==> src/sv/cisd_pkg.sv <==
// Package for the cel image stream decoder: payload structs, result kind
// codes, header constants and queue sizing. No dependencies.
`timescale 1ns / 1ps

package cisd_pkg;

    // One raw byte of the file on the request channel
    typedef struct packed {
        logic [7:0] data_byte;
        logic       first_byte;
    } in_item_t;

    // One decoded result on the result channel
    typedef struct packed {
        logic [1:0]  kind;
        logic [15:0] col;
        logic [15:0] row;
        logic [7:0]  index;
        logic [7:0]  red;
        logic [7:0]  green;
        logic [7:0]  blue;
        logic [7:0]  alpha;
        logic        last_pixel;
        logic [15:0] image_width;
        logic [15:0] image_height;
        logic [7:0]  depth;
    } out_item_t;

    // Up to two results caused by one byte, as queued between front and back
    typedef struct packed {
        out_item_t res_a;
        out_item_t res_b;
        logic      has_b;
    } entry_t;

    // Result kinds
    localparam logic [1:0] KIND_INDEXED   = 2'd0;
    localparam logic [1:0] KIND_RGBA      = 2'd1;
    localparam logic [1:0] KIND_HEADER    = 2'd2;
    localparam logic [1:0] KIND_BAD_DEPTH = 2'd3;

    // "KiSS" magic, first byte first
    localparam logic [7:0] MAGIC_B0 = 8'h4B;
    localparam logic [7:0] MAGIC_B1 = 8'h69;
    localparam logic [7:0] MAGIC_B2 = 8'h53;
    localparam logic [7:0] MAGIC_B3 = 8'h53;

    localparam logic [5:0] MAGIC_BYTES  = 6'd4;
    localparam logic [5:0] LATCH_END    = 6'd16;
    localparam logic [5:0] HEADER_BYTES = 6'd32;

    localparam logic [7:0] DEPTH_4BPP  = 8'd4;
    localparam logic [7:0] DEPTH_8BPP  = 8'd8;
    localparam logic [7:0] DEPTH_32BPP = 8'd32;

    localparam logic [7:0] TRANSP_4BPP = 8'd16;
    localparam logic [7:0] TRANSP_8BPP = 8'd255;
    localparam logic [7:0] ALPHA_OPAQUE = 8'd255;

    localparam int QUEUE_DEPTH = 4;

endpackage

==> src/sv/cisd_front.sv <==
// Front end of the cel image stream decoder: header parser and pixel
// sequencer, one byte per cycle while the queue is not full, writing
// result entries to the queue. Depends on cisd_pkg.
`timescale 1ns / 1ps

module cisd_front (
    input  logic              aclk,
    input  logic              aresetn,
    input  logic              in_valid,
    input  cisd_pkg::in_item_t in_data,
    output logic              in_ready,
    output logic              push,
    output cisd_pkg::entry_t  push_data,
    input  logic              q_full
);

    typedef enum logic [1:0] {PH_MAGIC, PH_HEADER, PH_PIXELS, PH_DONE} phase_t;

    phase_t      phase_reg, phase_next;
    logic [5:0]  hc_reg, hc_next;
    logic [7:0]  latch_reg [12];
    logic [7:0]  latch_next [12];
    logic [7:0]  depth_reg, depth_next;
    logic [15:0] width_reg, width_next;
    logic [15:0] height_reg, height_next;
    logic [15:0] col_reg, col_next;
    logic [15:0] row_reg, row_next;
    logic [1:0]  bip_reg, bip_next;
    logic [7:0]  blue_reg, blue_next;
    logic [7:0]  green_reg, green_next;
    logic [7:0]  red_reg, red_next;

    logic        accept;
    phase_t      ph;
    logic [5:0]  hc;
    logic [5:0]  hc_off;
    logic [15:0] col;
    logic [15:0] row;
    logic [7:0]  b;
    logic        finish;
    logic [15:0] offx;
    logic [15:0] offy;
    logic [1:0]  step;
    logic [16:0] col1;
    logic [16:0] sum17;
    logic [16:0] row1;
    logic [1:0]  n;
    cisd_pkg::out_item_t res_a;
    cisd_pkg::out_item_t res_b;

    function automatic cisd_pkg::out_item_t mk(
        input logic [1:0]  kind,
        input logic [15:0] c,
        input logic [15:0] r,
        input logic [7:0]  idx,
        input logic [7:0]  rd,
        input logic [7:0]  gr,
        input logic [7:0]  bl,
        input logic [7:0]  al,
        input logic        last
    );
        cisd_pkg::out_item_t it;
        it = '0;
        it.kind       = kind;
        it.col        = c;
        it.row        = r;
        it.index      = idx;
        it.red        = rd;
        it.green      = gr;
        it.blue       = bl;
        it.alpha      = al;
        it.last_pixel = last;
        return it;
    endfunction

    function automatic cisd_pkg::out_item_t indexed(
        input logic [7:0]  code,
        input logic [7:0]  clear_idx,
        input logic [15:0] c,
        input logic [15:0] r,
        input logic        last
    );
        cisd_pkg::out_item_t it;
        if (code == 8'd0) begin
            it = mk(cisd_pkg::KIND_INDEXED, c, r, clear_idx, 8'd0, 8'd0, 8'd0, 8'd0, last);
        end else begin
            it = mk(cisd_pkg::KIND_INDEXED, c, r, code - 8'd1, 8'd0, 8'd0, 8'd0,
                    cisd_pkg::ALPHA_OPAQUE, last);
        end
        return it;
    endfunction

    function automatic logic is_last(
        input logic [15:0] c,
        input logic [15:0] r,
        input logic [15:0] w,
        input logic [15:0] h
    );
        return (({1'b0, c} + 17'd1) == {1'b0, w}) && (({1'b0, r} + 17'd1) == {1'b0, h});
    endfunction

    assign in_ready = !q_full;
    assign accept   = in_valid && !q_full;
    assign b        = in_data.data_byte;

    always_comb begin
        phase_next  = phase_reg;
        hc_next     = hc_reg;
        latch_next  = latch_reg;
        depth_next  = depth_reg;
        width_next  = width_reg;
        height_next = height_reg;
        col_next    = col_reg;
        row_next    = row_reg;
        bip_next    = bip_reg;
        blue_next   = blue_reg;
        green_next  = green_reg;
        red_next    = red_reg;
        ph          = phase_reg;
        hc          = hc_reg;
        col         = col_reg;
        row         = row_reg;
        hc_off      = hc_reg - cisd_pkg::MAGIC_BYTES;
        finish      = 1'b0;
        offx        = '0;
        offy        = '0;
        step        = 2'd0;
        col1        = '0;
        sum17       = '0;
        row1        = '0;
        n           = 2'd0;
        res_a       = '0;
        res_b       = '0;

        if (accept) begin
            // a restart byte drops whatever file was in progress
            if (in_data.first_byte) begin
                ph  = PH_MAGIC;
                hc  = '0;
                col = '0;
                row = '0;
                bip_next = 2'd0;
            end
            hc_off     = hc - cisd_pkg::MAGIC_BYTES;
            phase_next = ph;
            hc_next    = hc;
            col_next   = col;
            row_next   = row;

            unique case (ph)
                PH_MAGIC: begin
                    latch_next[{2'b00, hc[1:0]}] = b;
                    hc_next = hc + 6'd1;
                    if (hc_next >= cisd_pkg::MAGIC_BYTES) begin
                        if (latch_next[0] == cisd_pkg::MAGIC_B0 &&
                            latch_next[1] == cisd_pkg::MAGIC_B1 &&
                            latch_next[2] == cisd_pkg::MAGIC_B2 &&
                            latch_next[3] == cisd_pkg::MAGIC_B3) begin
                            phase_next = PH_HEADER;
                        end else begin
                            // old form: the four bytes are width and height
                            depth_next  = cisd_pkg::DEPTH_4BPP;
                            width_next  = {latch_next[1], latch_next[0]};
                            height_next = {latch_next[3], latch_next[2]};
                            finish      = 1'b1;
                        end
                    end
                end
                PH_HEADER: begin
                    if (hc >= cisd_pkg::MAGIC_BYTES && hc < cisd_pkg::LATCH_END) begin
                        latch_next[hc_off[3:0]] = b;
                    end
                    hc_next = hc + 6'd1;
                    if (hc_next >= cisd_pkg::HEADER_BYTES) begin
                        depth_next  = latch_next[1];
                        width_next  = {latch_next[5], latch_next[4]};
                        height_next = {latch_next[7], latch_next[6]};
                        offx        = {latch_next[9], latch_next[8]};
                        offy        = {latch_next[11], latch_next[10]};
                        finish      = 1'b1;
                    end
                end
                PH_PIXELS: begin
                    if (depth_reg == cisd_pkg::DEPTH_4BPP) begin
                        res_a = indexed({4'd0, b[7:4]}, cisd_pkg::TRANSP_4BPP, col, row,
                                        is_last(col, row, width_reg, height_reg));
                        n    = 2'd1;
                        col1 = {1'b0, col} + 17'd1;
                        if (col1 < {1'b0, width_reg}) begin
                            res_b = indexed({4'd0, b[3:0]}, cisd_pkg::TRANSP_4BPP,
                                            col1[15:0], row,
                                            is_last(col1[15:0], row, width_reg, height_reg));
                            n    = 2'd2;
                            step = 2'd2;
                        end else begin
                            // low nibble is row padding
                            step = 2'd1;
                        end
                    end else if (depth_reg == cisd_pkg::DEPTH_8BPP) begin
                        res_a = indexed(b, cisd_pkg::TRANSP_8BPP, col, row,
                                        is_last(col, row, width_reg, height_reg));
                        n    = 2'd1;
                        step = 2'd1;
                    end else begin
                        // 32 bpp: blue, green, red, then alpha completes the pixel
                        case (bip_reg)
                            2'd0: begin
                                blue_next = b;
                                bip_next  = 2'd1;
                            end
                            2'd1: begin
                                green_next = b;
                                bip_next   = 2'd2;
                            end
                            2'd2: begin
                                red_next = b;
                                bip_next = 2'd3;
                            end
                            default: begin
                                res_a = mk(cisd_pkg::KIND_RGBA, col, row, 8'd0, red_reg,
                                           green_reg, blue_reg, b,
                                           is_last(col, row, width_reg, height_reg));
                                n        = 2'd1;
                                bip_next = 2'd0;
                                step     = 2'd1;
                            end
                        endcase
                    end

                    if (step != 2'd0) begin
                        sum17 = {1'b0, col} + {15'd0, step};
                        if (sum17 >= {1'b0, width_reg}) begin
                            col_next = '0;
                            row1     = {1'b0, row} + 17'd1;
                            row_next = row1[15:0];
                            if (row1 >= {1'b0, height_reg}) begin
                                phase_next = PH_DONE;
                            end
                        end else begin
                            col_next = sum17[15:0];
                        end
                    end
                end
                PH_DONE: begin
                end
                default: begin
                end
            endcase

            if (finish) begin
                res_a = mk(cisd_pkg::KIND_HEADER, offx, offy, 8'd0, 8'd0, 8'd0, 8'd0, 8'd0,
                           1'b0);
                n        = 2'd1;
                col_next = '0;
                row_next = '0;
                bip_next = 2'd0;
                if (height_next == 16'd0) begin
                    phase_next = PH_DONE;
                end else if (depth_next != cisd_pkg::DEPTH_4BPP &&
                             depth_next != cisd_pkg::DEPTH_8BPP &&
                             depth_next != cisd_pkg::DEPTH_32BPP) begin
                    res_b = mk(cisd_pkg::KIND_BAD_DEPTH, 16'd0, 16'd0, 8'd0, 8'd0, 8'd0,
                               8'd0, 8'd0, 1'b0);
                    n          = 2'd2;
                    phase_next = PH_DONE;
                end else if (width_next == 16'd0) begin
                    phase_next = PH_DONE;
                end else begin
                    phase_next = PH_PIXELS;
                end
            end
        end

        // every result carries the header values as they stand after this byte
        res_a.image_width  = width_next;
        res_a.image_height = height_next;
        res_a.depth        = depth_next;
        res_b.image_width  = width_next;
        res_b.image_height = height_next;
        res_b.depth        = depth_next;
    end

    assign push            = accept && (n != 2'd0);
    assign push_data.res_a = res_a;
    assign push_data.res_b = res_b;
    assign push_data.has_b = (n == 2'd2);

    always_ff @(posedge aclk) begin
        if (!aresetn) begin
            phase_reg  <= PH_MAGIC;
            hc_reg     <= '0;
            for (int i = 0; i < 12; i++) begin
                latch_reg[i] <= '0;
            end
            depth_reg  <= '0;
            width_reg  <= '0;
            height_reg <= '0;
            col_reg    <= '0;
            row_reg    <= '0;
            bip_reg    <= '0;
            blue_reg   <= '0;
            green_reg  <= '0;
            red_reg    <= '0;
        end else begin
            phase_reg  <= phase_next;
            hc_reg     <= hc_next;
            latch_reg  <= latch_next;
            depth_reg  <= depth_next;
            width_reg  <= width_next;
            height_reg <= height_next;
            col_reg    <= col_next;
            row_reg    <= row_next;
            bip_reg    <= bip_next;
            blue_reg   <= blue_next;
            green_reg  <= green_next;
            red_reg    <= red_next;
        end
    end

endmodule

==> src/sv/cisd_queue.sv <==
// Small FIFO of result entries between decoder front and back.
// Depends on cisd_pkg.
`timescale 1ns / 1ps

module cisd_queue #(
    parameter int DEPTH = cisd_pkg::QUEUE_DEPTH
) (
    input  logic             aclk,
    input  logic             aresetn,
    input  logic             push,
    input  cisd_pkg::entry_t push_data,
    output logic             full,
    input  logic             pop,
    output cisd_pkg::entry_t head,
    output logic             empty
);

    localparam int PTR_W = (DEPTH > 1) ? $clog2(DEPTH) : 1;
    localparam int CNT_W = $clog2(DEPTH + 1);

    cisd_pkg::entry_t mem_reg [DEPTH];
    logic [PTR_W-1:0] wr_ptr_reg, wr_ptr_next;
    logic [PTR_W-1:0] rd_ptr_reg, rd_ptr_next;
    logic [CNT_W-1:0] cnt_reg, cnt_next;

    assign full  = (cnt_reg == CNT_W'(DEPTH));
    assign empty = (cnt_reg == '0);
    assign head  = mem_reg[rd_ptr_reg];

    always_comb begin
        wr_ptr_next = wr_ptr_reg;
        rd_ptr_next = rd_ptr_reg;
        cnt_next    = cnt_reg;
        if (push) begin
            wr_ptr_next = (wr_ptr_reg == PTR_W'(DEPTH - 1)) ? '0 : wr_ptr_reg + PTR_W'(1);
        end
        if (pop) begin
            rd_ptr_next = (rd_ptr_reg == PTR_W'(DEPTH - 1)) ? '0 : rd_ptr_reg + PTR_W'(1);
        end
        if (push && !pop) begin
            cnt_next = cnt_reg + CNT_W'(1);
        end else if (pop && !push) begin
            cnt_next = cnt_reg - CNT_W'(1);
        end
    end

    always_ff @(posedge aclk) begin
        if (!aresetn) begin
            wr_ptr_reg <= '0;
            rd_ptr_reg <= '0;
            cnt_reg    <= '0;
        end else begin
            wr_ptr_reg <= wr_ptr_next;
            rd_ptr_reg <= rd_ptr_next;
            cnt_reg    <= cnt_next;
        end
    end

    always_ff @(posedge aclk) begin
        if (push) begin
            mem_reg[wr_ptr_reg] <= push_data;
        end
    end

endmodule

==> src/sv/cisd_back.sv <==
// Back end of the cel image stream decoder: splits queued entries into
// single results and drives the registered result channel. Depends on cisd_pkg.
`timescale 1ns / 1ps

module cisd_back (
    input  logic                aclk,
    input  logic                aresetn,
    input  logic                q_empty,
    input  cisd_pkg::entry_t    q_head,
    output logic                q_pop,
    output logic                out_valid,
    input  logic                out_ready,
    output cisd_pkg::out_item_t out_data
);

    logic                out_valid_reg, out_valid_next;
    cisd_pkg::out_item_t out_data_reg, out_data_next;
    logic                spare_valid_reg, spare_valid_next;
    cisd_pkg::out_item_t spare_data_reg, spare_data_next;
    logic                load;

    // output register may take a new result when empty or being drained
    assign load  = !out_valid_reg || out_ready;
    assign q_pop = load && !spare_valid_reg && !q_empty;

    always_comb begin
        out_valid_next   = out_valid_reg;
        out_data_next    = out_data_reg;
        spare_valid_next = spare_valid_reg;
        spare_data_next  = spare_data_reg;
        if (load) begin
            if (spare_valid_reg) begin
                out_valid_next   = 1'b1;
                out_data_next    = spare_data_reg;
                spare_valid_next = 1'b0;
            end else if (!q_empty) begin
                out_valid_next   = 1'b1;
                out_data_next    = q_head.res_a;
                spare_valid_next = q_head.has_b;
                spare_data_next  = q_head.res_b;
            end else begin
                out_valid_next = 1'b0;
            end
        end
    end

    always_ff @(posedge aclk) begin
        if (!aresetn) begin
            out_valid_reg   <= 1'b0;
            spare_valid_reg <= 1'b0;
        end else begin
            out_valid_reg   <= out_valid_next;
            spare_valid_reg <= spare_valid_next;
        end
        out_data_reg   <= out_data_next;
        spare_data_reg <= spare_data_next;
    end

    assign out_valid = out_valid_reg;
    assign out_data  = out_data_reg;

endmodule

==> src/sv/cel_image_stream_decoder.sv <==
// Top level of the cel image stream decoder: front parser, entry queue and
// result serializer. Depends on cisd_pkg, cisd_front, cisd_queue, cisd_back.
//
//   channel   ports                          width  carries
//   request   s_valid, s_ready, s_data       9      one file byte, restart flag
//   result    m_valid, m_ready, m_data       115    header, pixel or error result
//
// Flow: a byte is taken every cycle while the entry queue has room. Results
// leave one per cycle from the output register while m_ready is high, so at
// 4 bpp, with two pixels per byte, the result side bounds the byte rate. A
// result is registered in the entry queue, then in the output register.
// Reset: aresetn is synchronous, active low; it clears the parser, queue and
// output valid. Stalls: m_ready low fills the queue, after which s_ready
// drops; the parser never stalls on its own.
`timescale 1ns / 1ps

module cel_image_stream_decoder #(
    parameter int QUEUE_DEPTH = cisd_pkg::QUEUE_DEPTH
) (
    input  logic                aclk,
    input  logic                aresetn,
    input  logic                s_valid,
    output logic                s_ready,
    input  cisd_pkg::in_item_t  s_data,
    output logic                m_valid,
    input  logic                m_ready,
    output cisd_pkg::out_item_t m_data
);

    logic             q_push;
    cisd_pkg::entry_t q_push_data;
    logic             q_full;
    logic             q_pop;
    cisd_pkg::entry_t q_head;
    logic             q_empty;

    // Front: header parse and pixel stepping, up to two results per byte
    cisd_front u_front (
        .aclk      (aclk),
        .aresetn   (aresetn),
        .in_valid  (s_valid),
        .in_data   (s_data),
        .in_ready  (s_ready),
        .push      (q_push),
        .push_data (q_push_data),
        .q_full    (q_full)
    );

    // Queue decouples byte intake from result delivery
    cisd_queue #(
        .DEPTH (QUEUE_DEPTH)
    ) u_queue (
        .aclk      (aclk),
        .aresetn   (aresetn),
        .push      (q_push),
        .push_data (q_push_data),
        .full      (q_full),
        .pop       (q_pop),
        .head      (q_head),
        .empty     (q_empty)
    );

    // Back: one result per cycle into the output register while m_ready is high
    cisd_back u_back (
        .aclk      (aclk),
        .aresetn   (aresetn),
        .q_empty   (q_empty),
        .q_head    (q_head),
        .q_pop     (q_pop),
        .out_valid (m_valid),
        .out_ready (m_ready),
        .out_data  (m_data)
    );

`ifndef NO_ASSERTIONS
    // the serializer never pops an empty queue
    a_pop_nonempty: assert property (@(posedge aclk) disable iff (!aresetn)
        q_pop |-> !q_empty)
        else $error("queue popped while empty");

    // last_pixel only ever marks pixel results
    a_last_on_pixel: assert property (@(posedge aclk) disable iff (!aresetn)
        (m_valid && m_data.last_pixel) |->
            (m_data.kind == cisd_pkg::KIND_INDEXED || m_data.kind == cisd_pkg::KIND_RGBA))
        else $error("last_pixel on a non-pixel result");

    // rgba results come only from 32 bpp images
    a_rgba_depth: assert property (@(posedge aclk) disable iff (!aresetn)
        (m_valid && m_data.kind == cisd_pkg::KIND_RGBA) |->
            (m_data.depth == cisd_pkg::DEPTH_32BPP))
        else $error("rgba result with depth other than 32");

    // indexed results come only from 4 or 8 bpp images
    a_indexed_depth: assert property (@(posedge aclk) disable iff (!aresetn)
        (m_valid && m_data.kind == cisd_pkg::KIND_INDEXED) |->
            (m_data.depth == cisd_pkg::DEPTH_4BPP || m_data.depth == cisd_pkg::DEPTH_8BPP))
        else $error("indexed result with depth other than 4 or 8");
`endif

endmodule

==> config.mk <==
export PLATFORM = sky130hd
export DESIGN_NAME = cel_image_stream_decoder
export DESIGN_NICKNAME = d
export VERILOG_FILES = /design/src/sv/cisd_pkg.sv /design/src/sv/cisd_front.sv /design/src/sv/cisd_queue.sv /design/src/sv/cisd_back.sv /design/src/sv/cel_image_stream_decoder.sv
export SDC_FILE = /design/constraint.sdc
export NUM_CORES = 1
export LEC_CHECK = 0
export BUFFER_PORTS_ARGS = -buffer_cell sky130_fd_sc_hd__buf_2
export CAP_MARGIN = 20
export CORE_ASPECT_RATIO = 1.2
export CORE_MARGIN = 4
export CORE_UTILIZATION = 55
export DETAILED_ROUTE_END_ITERATION = 8
export PLACE_DENSITY = 0.68
export SYNTH_ARGS = -nofsm -noshare
export SYNTH_HDL_FRONTEND = slang
export SYNTH_HIERARCHICAL = 1
export SYNTH_SLANG_ARGS = --single-unit
==> constraint.sdc <==
create_clock -name aclk -period 24 [get_ports aclk]
set_input_delay 2.4 -clock aclk [delete_from_list [all_inputs] [get_ports aclk]]
set_output_delay 2.4 -clock aclk [all_outputs]
set_load 0.02 [all_outputs]
==> flow_summary.html <==
<table>
<tr><th>Metric</th><th>Value</th></tr>
<tr><th colspan="2">Finish</th></tr>
<tr><td>Net total in the final layout</td><td>3931</td></tr>
<tr><td>Layout area overhead</td><td>9.78%</td></tr>
<tr><td>Final Instance Area</td><td>about 0.064 sq mm</td></tr>
<tr><td>Proportion of layout cells with a drive suffix above 1</td><td>20.2%</td></tr>
<tr><td>Most common library cell in the layout ignoring fill and taps</td><td>edfxtp_1</td></tr>
<tr><td>Leading cell types in the layout, fill and taps excluded</td><td>edfxtp_1, nand2_1, a21oi_1, mux4_2, dfxtp_1</td></tr>
<tr><td>Number of non-filler instances in the completed layout</td><td>5336</td></tr>
<tr><td>Flip-flop count of the largest register, all copies and words added</td><td>924</td></tr>
<tr><th colspan="2">Timing</th></tr>
<tr><td>Setup Skew</td><td>0.0261 ns</td></tr>
<tr><td>Max frequency</td><td>97.6 MHz</td></tr>
<tr><td>Number of max-slew violations in the final report</td><td>0</td></tr>
<tr><td>Setup-violating endpoint count in the final report</td><td>0</td></tr>
<tr><td>Headroom to the max-slew limit</td><td>22.6%</td></tr>
<tr><td>Actual slew at the worst max-slew pin</td><td>1.13 ns</td></tr>
<tr><td>Unrepaired setup endpoints after global routing</td><td>false</td></tr>
<tr><td>Hold Vio Cnt, Final</td><td>0</td></tr>
<tr><td>Portion of the clock cycle consumed by the worst path in the final layout</td><td>42.7%</td></tr>
<tr><td>Final min period</td><td>a little over 10 ns</td></tr>
<tr><td>Total Neg Setup Slack</td><td>0 ns</td></tr>
<tr><th colspan="2">Yosys</th></tr>
<tr><td>Number of enable flip-flop cells after synthesis</td><td>1154</td></tr>
<tr><td>Flop and latch count out of synthesis</td><td>1367</td></tr>
<tr><td>Portion of the post-synthesis area used by sequential elements</td><td>67.2%</td></tr>
<tr><td>Synthesized area</td><td>0.0579 sq mm</td></tr>
<tr><td>Number of warnings reported in the yosys synthesis log</td><td>6</td></tr>
<tr><td>Synth cell types</td><td>92</td></tr>
<tr><td>Post-synthesis average cell area</td><td>15.2 sq um</td></tr>
<tr><td>Synth Flop Type</td><td>edfxtp_1</td></tr>
<tr><td>Async S/R FF share, synth</td><td>0%</td></tr>
<tr><td>Count of mapped cells out of synthesis</td><td>3804</td></tr>
<tr><th colspan="2">Floorplan</th></tr>
<tr><td>Starting utilization of the core area</td><td>a little under three fifths</td></tr>
<tr><td>Die height</td><td>363 um</td></tr>
<tr><td>Die Wd</td><td>between 300 and 400 um</td></tr>
<tr><td>Count of standard-cell rows</td><td>130</td></tr>
<tr><td>Overall die area</td><td>~0.11 sq mm</td></tr>
<tr><td>I/O pin total</td><td>130</td></tr>
<tr><td>Core Region</td><td>0.105 sq mm</td></tr>
<tr><th colspan="2">Job</th></tr>
<tr><td>Maximum Capacitance Violations</td><td>0</td></tr>
<tr><th colspan="2">Detailed routing</th></tr>
<tr><td>Number of DRC markers after the initial detailed-route iteration</td><td>2858</td></tr>
<tr><td>Routed len/inst</td><td>25.4 um</td></tr>
<tr><td>Via density per instance</td><td>6.13</td></tr>
<tr><td>DR pass1 iterations</td><td>6</td></tr>
<tr><td>Post-route DRC</td><td>0</td></tr>
<tr><td>Remaining antenna violation count after routing</td><td>0</td></tr>
<tr><td>DRT Wirelength</td><td>roughly 140000 um</td></tr>
<tr><td>Total via count after detailed routing</td><td>32698</td></tr>
<tr><th colspan="2">Run status</th></tr>
<tr><td>Status</td><td>finished clean</td></tr>
<tr><th colspan="2">Place</th></tr>
<tr><td>Placed Cells incl. Taps</td><td>around 5000</td></tr>
<tr><td>Cell area after placement</td><td>0.0592 sq mm</td></tr>
<tr><td>Post-DP HPWL</td><td>around 80000 um</td></tr>
<tr><td>Quantity of I/O buffers inserted on ports</td><td>129</td></tr>
<tr><td>GPL Wtd Cong</td><td>around 0.95</td></tr>
<tr><th colspan="2">Clock network</th></tr>
<tr><td>Setup repair bufs after CTS</td><td>0</td></tr>
<tr><td>Gates resized, CTS repair</td><td>0</td></tr>
<tr><td>Clock Root Buffer</td><td>clkbuf_16</td></tr>
<tr><td>Buffer depth of the longest clock path</td><td>3</td></tr>
<tr><td>Clock transition at path regs</td><td>0.06 ns</td></tr>
<tr><td>TritonCTS clock tree</td><td>built</td></tr>
<tr><td>Num CTS Buffers</td><td>133</td></tr>
<tr><td>Source-to-sink clock delay at the later pin of the worst-skew pair</td><td>0.75 ns</td></tr>
<tr><td>Depth of the CTS H-tree</td><td>4</td></tr>
<tr><td>Number of sinks on the clock net</td><td>1367</td></tr>
<tr><td>Post-CTS Hold Fix Bufs</td><td>0</td></tr>
<tr><th colspan="2">Worst hold path</th></tr>
<tr><td>Type of the most critical hold path</td><td>flip-flop to flip-flop</td></tr>
<tr><th colspan="2">Global routing</th></tr>
<tr><td>Total routing usage reported by global routing</td><td>24.5%</td></tr>
<tr><td>Antenna violations before repair</td><td>2</td></tr>
<tr><td>Global route total overflow</td><td>0</td></tr>
<tr><td>Pin count of the biggest net entering global routing</td><td>119</td></tr>
<tr><td>Via count of the first global-routing pass</td><td>roughly 33000</td></tr>
<tr><td>Wire length of the first global-routing pass</td><td>approximately 200000 um</td></tr>
<tr><th colspan="2">Setup path</th></tr>
<tr><td>Path type of the worst setup path</td><td>primary input to flip-flop</td></tr>
<tr><td>Max incr delay on CP</td><td>0.72 ns</td></tr>
<tr><td>Cell with the biggest individual delay on the critical path</td><td>nor2_1</td></tr>
<tr><td>Kind of capture point of the worst setup path</td><td>flip-flop</td></tr>
<tr><td>Critical Path Fanout Max</td><td>16</td></tr>
<tr><td>Cell repeated most along the worst path</td><td>ha_1</td></tr>
<tr><td>Crit start category</td><td>primary input</td></tr>
<tr><td>CP Data Arrival Time</td><td>10.91 ns</td></tr>
<tr><td>Data required time at the worst endpoint</td><td>24.66 ns</td></tr>
<tr><th colspan="2">Pwr</th></tr>
<tr><td>Max IR drop VDD</td><td>92.8 uV</td></tr>
<tr><td>Static leakage</td><td>0.0209 uW</td></tr>
<tr><td>PwrDens</td><td>100 mW/mm^2</td></tr>
</table>
==> final cells by class <==
type	instances	area, sq um
Antenna cell	1	2.50
Multi-Input combinational cell	2082	17100
Timing Repair Buffer	202	1210
Fill cell	7793	41000
Clock inverter	52	606
Sequential cell	1367	38900
Tap cell	1386	1730
Clock buffer	187	3720
Inverter	59	224
==> cells in the mapped netlist (37+ instances only) <==
cell / n / area share [%]
xnor2_1: 51 / 0.77
buf_4: 87 / 1.1
ha_1: 71 / 1.5
and2_1: 55 / 0.59
and3_1: 62 / 0.67
edfxtp_1: 1154 / 60
nand2_1: 273 / 1.8
buf_2: 41 / 0.35
inv_1: 57 / 0.37
clkbuf_1: 151 / 0.98
nor2_1: 180 / 1.2
nor3_1: 37 / 0.32
nand3_1: 85 / 0.73
o21ai_0: 155 / 1.3
a21oi_1: 259 / 2.2
dfxtp_1: 213 / 7.4
mux2i_1: 91 / 1.6
mux4_2: 231 / 9.0
mux2_2: 127 / 2.5
==> power breakdown <==
group / internal (uW) / switching, uW
Sequential: 2940 / 105
Combinational: 531 / 724
Clock: 1200 / 865
Total: 4670 / 1690
==> worst paths after layout <==
path,startpoint,endpoint,slack [ns],cells past startpoint
setup reg to reg,u_front/col_reg[1],u_front/row_reg[14],15.24,30
setup / recovery,s_data[0],u_front/row_reg[14],13.76,31
hold reg to reg,u_front/latch_reg[74],u_front/latch_reg[74],0.45,2
hold / removal,u_front/latch_reg[74],u_front/latch_reg[74],0.45,2
==> stage by stage <==
stage	util [%]	hold WS [ns]	setup slack, ns	total power, uW
4_1_cts	60.8	0.451	13.93	6460
2_1_floorplan	-	0.432	12.82	4070
5_1_grt	60.8	0.465	13.17	6640
3_3_place_gp	56.6	0.437	13.27	4370
6_report	60.8	0.450	13.76	6370
3_5_place_dp	56.6	0.442	13.17	4380
==> critical path, delay by kind of cell <==
kind / cells / cell delay (ns)
and+or+nand+nor: 15 / 4.63
AOI/OAI and AO/OA: 9 / 1.80
buffers and inverters: 1 / 0.21
xor gates and xnor gates: 2 / 0.55
adders and majority gates: 4 / 1.30
==> metal layers <==
layer	vias to the layer above	global-route usage [%]	share of wire, %
met3	256	4.32	6.0
met5	-	0	0.0088
met1	16711	33.4	42
met4	2	9.07	3.5
li1	14646	-	-
met2	1083	40.2	49
==> logic make-up (layout without fill, tap and decap cells) <==
kind of cell	after synthesis	in the layout	synth area share (%)
buf+inv	378	500	3.43
fa+ha+maj	73	73	1.60
mux	452	452	13.1
xor+xnor	68	68	1.03
flops	1367	1367	67.2
simple gates	857	857	7.38
compound gates	608	608	6.22
other cells	1	25	0.00648
No activity file was read; power rests on OpenSTA's default activity.
